<file path="config.mk">
export PLATFORM = sky130hd
export DESIGN_NAME = matrix3x3_arithmetic_unit
export DESIGN_NICKNAME = d
export VERILOG_FILES = /design/src/sv/m3au_pkg.sv /design/src/sv/matrix3x3_arithmetic_unit.sv
export SDC_FILE = /design/constraint.sdc
export NUM_CORES = 2
export LEC_CHECK = 0
export BUFFER_PORTS_ARGS = -buffer_cell sky130_fd_sc_hd__buf_2
export CORE_MARGIN = 10
export CORE_UTILIZATION = 65
export CTS_CLUSTER_DIAMETER = 30
export DETAILED_ROUTE_END_ITERATION = 6
export PLACE_DENSITY_LB_ADDON = 0.12
export SLEW_MARGIN = 20
export SYNTH_ARGS = -nofsm -noshare
export SYNTH_HDL_FRONTEND = slang
export SYNTH_SLANG_ARGS = --single-unit
export TNS_END_PERCENT = 100
</file>
<file path="constraint.sdc">
create_clock -name clk -period 10.8 [get_ports clk]
set_clock_uncertainty 0.15 [all_clocks]
set_input_delay 1.62 -clock clk [delete_from_list [all_inputs] [get_ports clk]]
set_output_delay 1.62 -clock clk [all_outputs]
set_load 0.02 [all_outputs]
</file>
<file path="src/sv/m3au_pkg.sv">
// ---------------------------------------------------------------------------
// m3au_pkg: shared definitions for the 3x3 matrix arithmetic unit
// Word format, item and operation codes, saturation and indexing helpers.
// ---------------------------------------------------------------------------
package m3au_pkg;

  localparam int WORD_WIDTH    = 32;
  localparam int FRACTION_BITS = 16;
  localparam int ELEMENTS      = 9;
  localparam int IDX_W         = 4;
  localparam int PROD_W        = 2 * WORD_WIDTH;
  localparam int SUM_W         = WORD_WIDTH + 2;

  typedef logic signed [WORD_WIDTH-1:0] word_t;
  typedef logic signed [PROD_W-1:0]     prod_t;
  typedef logic signed [SUM_W-1:0]      sum_t;
  typedef logic [IDX_W-1:0]             idx_t;

  // Item operation codes
  localparam logic [1:0] OPER_LOAD_A = 2'd0;
  localparam logic [1:0] OPER_LOAD_B = 2'd1;
  localparam logic [1:0] OPER_EXEC   = 2'd2;

  // Compute codes
  localparam logic [2:0] COP_ADD    = 3'd0;
  localparam logic [2:0] COP_SUB    = 3'd1;
  localparam logic [2:0] COP_SCALE  = 3'd2;
  localparam logic [2:0] COP_MATMUL = 3'd3;
  localparam logic [2:0] COP_MATVEC = 3'd4;
  localparam logic [2:0] COP_TRANS  = 3'd5;

  localparam word_t WORD_MAX = {1'b0, {(WORD_WIDTH-1){1'b1}}};
  localparam word_t WORD_MIN = {1'b1, {(WORD_WIDTH-1){1'b0}}};

  // Clamp a widened sum to the word range.
  function automatic word_t sat_sum(input sum_t x);
    word_t res;
    if (x > sum_t'(WORD_MAX)) begin
      res = WORD_MAX;
    end else if (x < sum_t'(WORD_MIN)) begin
      res = WORD_MIN;
    end else begin
      res = x[WORD_WIDTH-1:0];
    end
    return res;
  endfunction

  // Arithmetic shift by the fraction width, then clamp to the word range.
  function automatic word_t sat_prod(input prod_t p);
    prod_t sh;
    word_t res;
    sh = p >>> FRACTION_BITS;
    if (sh > prod_t'(WORD_MAX)) begin
      res = WORD_MAX;
    end else if (sh < prod_t'(WORD_MIN)) begin
      res = WORD_MIN;
    end else begin
      res = sh[WORD_WIDTH-1:0];
    end
    return res;
  endfunction

  // Column-major position col*3+row.
  function automatic idx_t pos3(input logic [1:0] col, input logic [1:0] row);
    return {1'b0, col, 1'b0} + {2'b00, col} + {2'b00, row};
  endfunction

endpackage

</file>
<file path="src/sv/matrix3x3_arithmetic_unit.sv">
// ---------------------------------------------------------------------------
// matrix3x3_arithmetic_unit: 3x3 Q16.16 matrix arithmetic over one shared MAC
// Loads write one element per transaction; an execute transaction streams
// the result matrix (or vector) out element by element with a last flag.
// ---------------------------------------------------------------------------
// Latency/throughput: a load transaction is taken while the unit is idle. An
//   execute runs fetch, multiply and accumulate steps per term (three terms per
//   element for matrix product and matrix-vector, one for the other ops) on the
//   single shared multiplier/adder, then holds each element until it is taken;
//   input stays stalled until the last element has been taken.
// Reset: rst_n (sync, active low) clears the sequencer; stored matrices keep
//   unknown contents until loaded.
module matrix3x3_arithmetic_unit (
  input  logic        clk,
  input  logic        rst_n,
  input  logic        in_valid,
  output logic        in_stall,
  input  logic [1:0]  in_operation,
  input  logic [3:0]  in_element_index,
  input  logic signed [31:0] in_element_value,
  input  logic [2:0]  in_compute_op,
  output logic        out_valid,
  input  logic        out_stall,
  output logic signed [31:0] out_result_value,
  output logic [3:0]  out_result_index,
  output logic        out_last_result
);

  // Sequencer states
  localparam logic [2:0] ST_IDLE  = 3'd0;
  localparam logic [2:0] ST_FETCH = 3'd1;
  localparam logic [2:0] ST_MUL   = 3'd2;
  localparam logic [2:0] ST_ACC   = 3'd3;
  localparam logic [2:0] ST_OUT   = 3'd4;

  localparam m3au_pkg::idx_t LAST_ELEM = m3au_pkg::idx_t'(m3au_pkg::ELEMENTS - 1);
  localparam m3au_pkg::idx_t LAST_VEC  = m3au_pkg::idx_t'(2);

  // Element stores: written at the load index, read at one sequencer address.
  m3au_pkg::word_t mat_a_r [m3au_pkg::ELEMENTS];
  m3au_pkg::word_t mat_b_r [m3au_pkg::ELEMENTS];

  logic [2:0]      state_r, state_nxt;
  m3au_pkg::idx_t  elem_r, elem_nxt;     // result position
  logic [1:0]      row_r, row_nxt;
  logic [1:0]      col_r, col_nxt;
  logic [1:0]      k_r, k_nxt;           // dot-product term
  logic [2:0]      cop_r, cop_nxt;
  m3au_pkg::word_t scale_r, scale_nxt;
  m3au_pkg::word_t opa_r, opa_nxt;
  m3au_pkg::word_t opb_r, opb_nxt;
  m3au_pkg::prod_t prod_r, prod_nxt;
  m3au_pkg::word_t acc_r, acc_nxt;

  logic            in_acc;
  logic            load_a, load_b, exec_go;
  m3au_pkg::idx_t  a_idx, b_idx;
  logic            is_dot;
  logic            last_elem;
  m3au_pkg::prod_t mul_w;
  logic signed [m3au_pkg::WORD_WIDTH:0] add_x, add_y;
  m3au_pkg::sum_t  sum_w;

  // Input side is open only when no execute is in flight.
  assign in_stall = (state_r != ST_IDLE);
  assign in_acc   = in_valid && !in_stall;

  assign load_a  = in_acc && (in_operation == m3au_pkg::OPER_LOAD_A) &&
                   (in_element_index <= LAST_ELEM);
  assign load_b  = in_acc && (in_operation == m3au_pkg::OPER_LOAD_B) &&
                   (in_element_index <= LAST_ELEM);
  // Unused compute codes and operation codes produce nothing.
  assign exec_go = in_acc && (in_operation == m3au_pkg::OPER_EXEC) &&
                   (in_compute_op <= m3au_pkg::COP_TRANS);

  assign is_dot    = (cop_r == m3au_pkg::COP_MATMUL) || (cop_r == m3au_pkg::COP_MATVEC);
  assign last_elem = (cop_r == m3au_pkg::COP_MATVEC) ? (elem_r == LAST_VEC)
                                                     : (elem_r == LAST_ELEM);

  // Operand addressing per operation
  always_comb begin
    a_idx = elem_r;
    b_idx = elem_r;
    unique case (cop_r)
      m3au_pkg::COP_MATMUL: begin
        a_idx = m3au_pkg::pos3(k_r, row_r);
        b_idx = m3au_pkg::pos3(col_r, k_r);
      end
      m3au_pkg::COP_MATVEC: begin
        a_idx = m3au_pkg::pos3(k_r, row_r);
        b_idx = m3au_pkg::pos3(2'd0, k_r);
      end
      m3au_pkg::COP_TRANS: begin
        a_idx = m3au_pkg::pos3(row_r, col_r);
      end
      default: begin
        a_idx = elem_r;
        b_idx = elem_r;
      end
    endcase
  end

  // Shared multiplier (32x32 signed)
  assign mul_w = opa_r * opb_r;

  // Shared saturating adder: operands chosen by operation.
  always_comb begin
    add_x = '0;
    add_y = '0;
    unique case (cop_r)
      m3au_pkg::COP_ADD: begin
        add_x = {opa_r[31], opa_r};
        add_y = {opb_r[31], opb_r};
      end
      m3au_pkg::COP_SUB: begin
        add_x = {opa_r[31], opa_r};
        add_y = -{opb_r[31], opb_r};
      end
      m3au_pkg::COP_TRANS: begin
        add_x = {opa_r[31], opa_r};
      end
      default: begin
        // products: accumulate onto the running sum after the first term
        add_x = (k_r == 2'd0) ? '0 : {acc_r[31], acc_r};
        add_y = {1'b0, m3au_pkg::sat_prod(prod_r)};
        add_y[m3au_pkg::WORD_WIDTH] = add_y[m3au_pkg::WORD_WIDTH-1];
      end
    endcase
  end

  assign sum_w = {add_x[m3au_pkg::WORD_WIDTH], add_x} +
                 {add_y[m3au_pkg::WORD_WIDTH], add_y};

  // Sequencer
  always_comb begin
    state_nxt = state_r;
    elem_nxt  = elem_r;
    row_nxt   = row_r;
    col_nxt   = col_r;
    k_nxt     = k_r;
    cop_nxt   = cop_r;
    scale_nxt = scale_r;
    opa_nxt   = opa_r;
    opb_nxt   = opb_r;
    prod_nxt  = prod_r;
    acc_nxt   = acc_r;
    unique case (state_r)
      ST_IDLE: begin
        if (exec_go) begin
          state_nxt = ST_FETCH;
          cop_nxt   = in_compute_op;
          scale_nxt = in_element_value;
          elem_nxt  = '0;
          row_nxt   = '0;
          col_nxt   = '0;
          k_nxt     = '0;
        end
      end
      ST_FETCH: begin
        opa_nxt   = mat_a_r[a_idx];
        opb_nxt   = (cop_r == m3au_pkg::COP_SCALE) ? scale_r : mat_b_r[b_idx];
        state_nxt = ST_MUL;
      end
      ST_MUL: begin
        prod_nxt  = mul_w;
        state_nxt = ST_ACC;
      end
      ST_ACC: begin
        acc_nxt = m3au_pkg::sat_sum(sum_w);
        if (is_dot && (k_r != 2'd2)) begin
          k_nxt     = k_r + 2'd1;
          state_nxt = ST_FETCH;
        end else begin
          state_nxt = ST_OUT;
        end
      end
      ST_OUT: begin
        if (!out_stall) begin
          if (last_elem) begin
            state_nxt = ST_IDLE;
          end else begin
            state_nxt = ST_FETCH;
            elem_nxt  = elem_r + m3au_pkg::idx_t'(1);
            k_nxt     = '0;
            if (row_r == 2'd2) begin
              row_nxt = '0;
              col_nxt = col_r + 2'd1;
            end else begin
              row_nxt = row_r + 2'd1;
            end
          end
        end
      end
      default: begin
        state_nxt = ST_IDLE;
      end
    endcase
  end

  always_ff @(posedge clk) begin
    if (!rst_n) begin
      state_r <= ST_IDLE;
    end else begin
      state_r <= state_nxt;
    end
  end

  always_ff @(posedge clk) begin
    elem_r  <= elem_nxt;
    row_r   <= row_nxt;
    col_r   <= col_nxt;
    k_r     <= k_nxt;
    cop_r   <= cop_nxt;
    scale_r <= scale_nxt;
    opa_r   <= opa_nxt;
    opb_r   <= opb_nxt;
    prod_r  <= prod_nxt;
    acc_r   <= acc_nxt;
  end

  // Element stores
  always_ff @(posedge clk) begin
    if (load_a) begin
      mat_a_r[in_element_index] <= in_element_value;
    end
    if (load_b) begin
      mat_b_r[in_element_index] <= in_element_value;
    end
  end

  // Result transaction straight from the accumulator register
  assign out_valid        = (state_r == ST_OUT);
  assign out_result_value = acc_r;
  assign out_result_index = elem_r;
  assign out_last_result  = last_elem;

endmodule

</file>
==> impl_metrics.csv <==
group,metric,value,unit
placed_design,portBuffers,83,
synthesis,synth_top_family_by_area,"adder cells",
critical_path,cpLargestDelayFamily,"adder cells",
critical_path,worst_setup_path_start_kind,"flip-flop",
synthesis,muxShareOfSynthArea,0.946,%
cells_and_area,area_growth,9.96,%
grt,grt_pass1_wl,298000,um
cells_and_area,drive_above_1_share,7.69,%
synthesis,yosys.area_share.simple,13.0,%
cts,post-cts-setup-buffer-count,0,
die,io_pins,84,
placed_design,post-dp-hpwl,139000,um
sta,finalHoldViolCount,0,
critical_path,cp_num_buf_inv,4,
detailed_routing,drc,0,
sta,fmax,106,MHz
cts,clk_transition_reported_paths,0.05,ns
cells_and_area,multi_input_area,40800,um2
synthesis,ys_async_sr_fraction,0,%
worst_hold_path,hp-class,"flip-flop to flip-flop",
cts,cts_buffers,138,
sta,finalMaxSlewViolations,0,
detailed_routing,vias,47574,
grt,antenna_found_initial,23,
critical_path,crit_type,"flip-flop to flip-flop",
job,drv_cap,0,
sta,min_period_over_period,87.3,%
cts,clk_latency,0.74,ns
sta,setup_viol,0,
detailed_routing,dr.pass1.iters,6,
critical_path,crit_fanout,22,
cts,cts_tree,"built",
detailed_routing,vias_per_cell,6.09,
grt,grt_max_degree,85,
sta,period_minus_slack,9.43,ns
die,start_util,65.4,%
critical_path,crit_chain,"buf_4 > nand2_1 > fa_1 > fa_1 > inv_1 > fa_1 > fa_1 > inv_1 > fa_1 > inv_1 > fa_1 > fa_1 > fa_1 > ha_1 > a21o_1 > a21oi_1 > nand2_1 > a311oi_1 > o21ai_0 > a21oi_1 > o21bai_1 > a21oi_1 > xnor2_1",
critical_path,crit_slowest_cell,"edfxtp_1",
grt,grt_overflow,0,
cts,cts_max_level,4,
sta,rsz0062_at_grt,"no",
cts,numClockSinks,768,
synthesis,synth-compound-area-share,7.98,%
synthesis,yosysSeqAreaShare,33.5,%
synthesis,synth-xor-area-share,1.18,%
synthesis,syn_nets,7685,
synthesis,mappedNetlistArea,68800,um2
critical_path,end_kind,"flip-flop",
critical_path,crit_top_cell,"fa_1",
synthesis,avgSynthCellArea,10.9,um2
die,die_w,345,um
sta,max-slew-margin-rel,26.2,%
critical_path,worstPathArrival,9.73,ns
critical_path,max_stage_delay,1.07,ns
detailed_routing,post_drt_wl_per_cell,24.5,um
detailed_routing,ant_nets,0,
cts,cts_root_buf,"clkbuf_16",
grt,grt_pass1_vias,50657,
synthesis,synth-seq-cells,768,
die,dieArea,119000,um2
detailed_routing,wirelength,191000,um
cts,clockBufferDepth,3,
sta,tightest_slew,1.11,ns
cells_and_area,seqCellArea,23000,um2
cells_and_area,nets,7662,
synthesis,synth_warnings,0,
cells_and_area,num-fill-cells,7408,
cts,hold_buffers,0,
die,rows,119,
grt,track_usage,32.6,%
die,die_h,345,um
sta,fin_setup_tns,0,ns
synthesis,synth_adder_area_share,35.8,%
synthesis,ys.flop_type,"edfxtp_1",
outcome,outcome,"complete, no violations",
critical_path,crit_required,11.10,ns
synthesis,syn_inst,6327,
placed_design,gp_congestion,0.953,
detailed_routing,drt_iter0_markers,4198,
synthesis,yosysUniqueCellTypes,69,
die,core_area,105000,um2
cts,cts_resized,0,
synthesis,synth-edff-count,765,
## logic make-up after synthesis
logic type / count (synthesis)
AO/OA/AOI/OAI: 873
XOR/XNOR: 93
adder cells (fa/ha/maj): 1313
buffers and inverters: 1400
flip-flops: 768
multiplexers: 65
AND/OR/NAND/NOR: 1815
## worst reg2reg max path, cell delays in order, from the launching register on
cell and delay [ns]:
edfxtp_1 1.07, buf_4 0.40, nand2_1 0.13, fa_1 0.50
fa_1 0.37, inv_1 0.08, fa_1 0.45, fa_1 0.88
inv_1 0.41, fa_1 0.59, inv_1 0.06, fa_1 0.54
fa_1 0.43, fa_1 0.46, ha_1 0.38, a21o_1 0.19
a21oi_1 0.33, nand2_1 0.12, a311oi_1 0.51, o21ai_0 0.35
a21oi_1 0.33, o21bai_1 0.14, a21oi_1 0.20, xnor2_1 0.09
## cells in the final DEF (no fill, tap or decap), drive strengths merged, types with 60 or more instances in the layout
master | Yosys | layout
inv | 1015 | 1036
mux2i | 65 | 65
a21oi | 311 | 311
nor2b | 76 | 76
clkbuf | 370 | 152
nand2 | 819 | 819
and2 | 567 | 567
a211oi | 174 | 174
buf | 15 | 222
fa | 1088 | 1088
edfxtp | 765 | 765
nor2 | 181 | 181
xnor2 | 60 | 60
ha | 225 | 225
o21ai | 135 | 135
## through the flow
stage | hold slack, ns | cell area [um2] | cells | worst slack [ns] | util [%]
after floorplan | 0.346 | 68800 | 6327 | 1.80 | -
after global placement | 0.354 | 70800 | 7555 | 1.82 | 67.4
after detailed placement | 0.358 | 70800 | 7555 | 1.60 | 67.4
after CTS | 0.377 | 75600 | 7804 | 1.52 | 71.9
after global routing | 0.401 | 75600 | 7810 | 1.10 | 71.9
final | 0.381 | 75600 | 7816 | 1.37 | 71.9
## Yosys cell counts (4+ instances only)
cell type / number / share of area (%)
fa_1: 1088 / 32
inv_1: 1014 / 5.5
nand2_1: 819 / 4.5
edfxtp_1: 765 / 33
and2_1: 536 / 4.9
clkbuf_1: 370 / 2.0
a21oi_1: 311 / 2.3
ha_1: 225 / 4.1
nor2_1: 181 / 0.99
a211oi_1: 174 / 1.9
o21ai_0: 132 / 0.96
nor2b_1: 76 / 0.69
mux2i_1: 65 / 0.95
xnor2_1: 60 / 0.76
a31oi_1: 47 / 0.43
a21o_1: 40 / 0.44
nand3b_1: 37 / 0.40
a311oi_1: 36 / 0.46
xor2_1: 33 / 0.42
and2_0: 31 / 0.28
nor3_1: 24 / 0.17
nand4_1: 23 / 0.21
a22oi_1: 22 / 0.24
nand2b_1: 21 / 0.19
nand3_1: 19 / 0.14
o22ai_1: 17 / 0.15
buf_1: 13 / 0.071
nor4_1: 13 / 0.12
o21a_1: 13 / 0.14
o21bai_1: 13 / 0.14
o31ai_1: 11 / 0.12
or3_1: 11 / 0.10
and3_1: 9 / 0.082
a221oi_1: 7 / 0.089
a31o_2: 5 / 0.064
o2111ai_1: 5 / 0.064
a211o_1: 4 / 0.051
nor3b_1: 4 / 0.044
o211ai_1: 4 / 0.044
o22a_1: 4 / 0.051
## worst paths after layout
path | to | from | slack, ns | cells past startpoint
setup / recovery | prod_r[62]$_DFFE_PP_ | opb_r[13]$_DFFE_PP_ | 1.37 | 23
hold / removal | opb_r[28]$_DFFE_PP_ | scale_r[28]$_DFFE_PP_ | 0.38 | 2
setup reg to reg | prod_r[62]$_DFFE_PP_ | opb_r[13]$_DFFE_PP_ | 1.37 | 23
hold reg to reg | opb_r[28]$_DFFE_PP_ | scale_r[28]$_DFFE_PP_ | 0.38 | 2
## registers in the layout, summed over array words and instances, names as in the netlist
name / cells
col_r: 2
cop_r: 3
k_r: 2
mat_a_r: 288
mat_b_r: 288
opa_r: 32
opb_r: 32
out_result_index: 4
out_result_value: 32
prod_r: 48
row_r: 2
scale_r: 32
state_r: 3
## layer usage
layer / global-route usage (%) / share of wire (%) / up-vias
li1: - / - / 20314
met1: 41.8 / 37 / 24337
met2: 51.5 / 47 / 2369
met3: 8.12 / 10 / 544
met4: 16.6 / 5.3 / 10
met5: 0 / 0.032 / -
## final cells by class
cell class | count | area share, %
tap | 1391 | 2.30
clock buffer | 152 | 4.75
inverter | 1015 | 5.04
clock inverter | 97 | 1.54
antenna | 12 | 0.0397
timing repair buffer | 222 | 1.95
sequential | 768 | 30.5
multi-input combinational | 4159 | 53.9
Power is left out: the tool's default activity adds up to more than one toggle a clock period on the data nets, which glitch-free logic cannot reach.
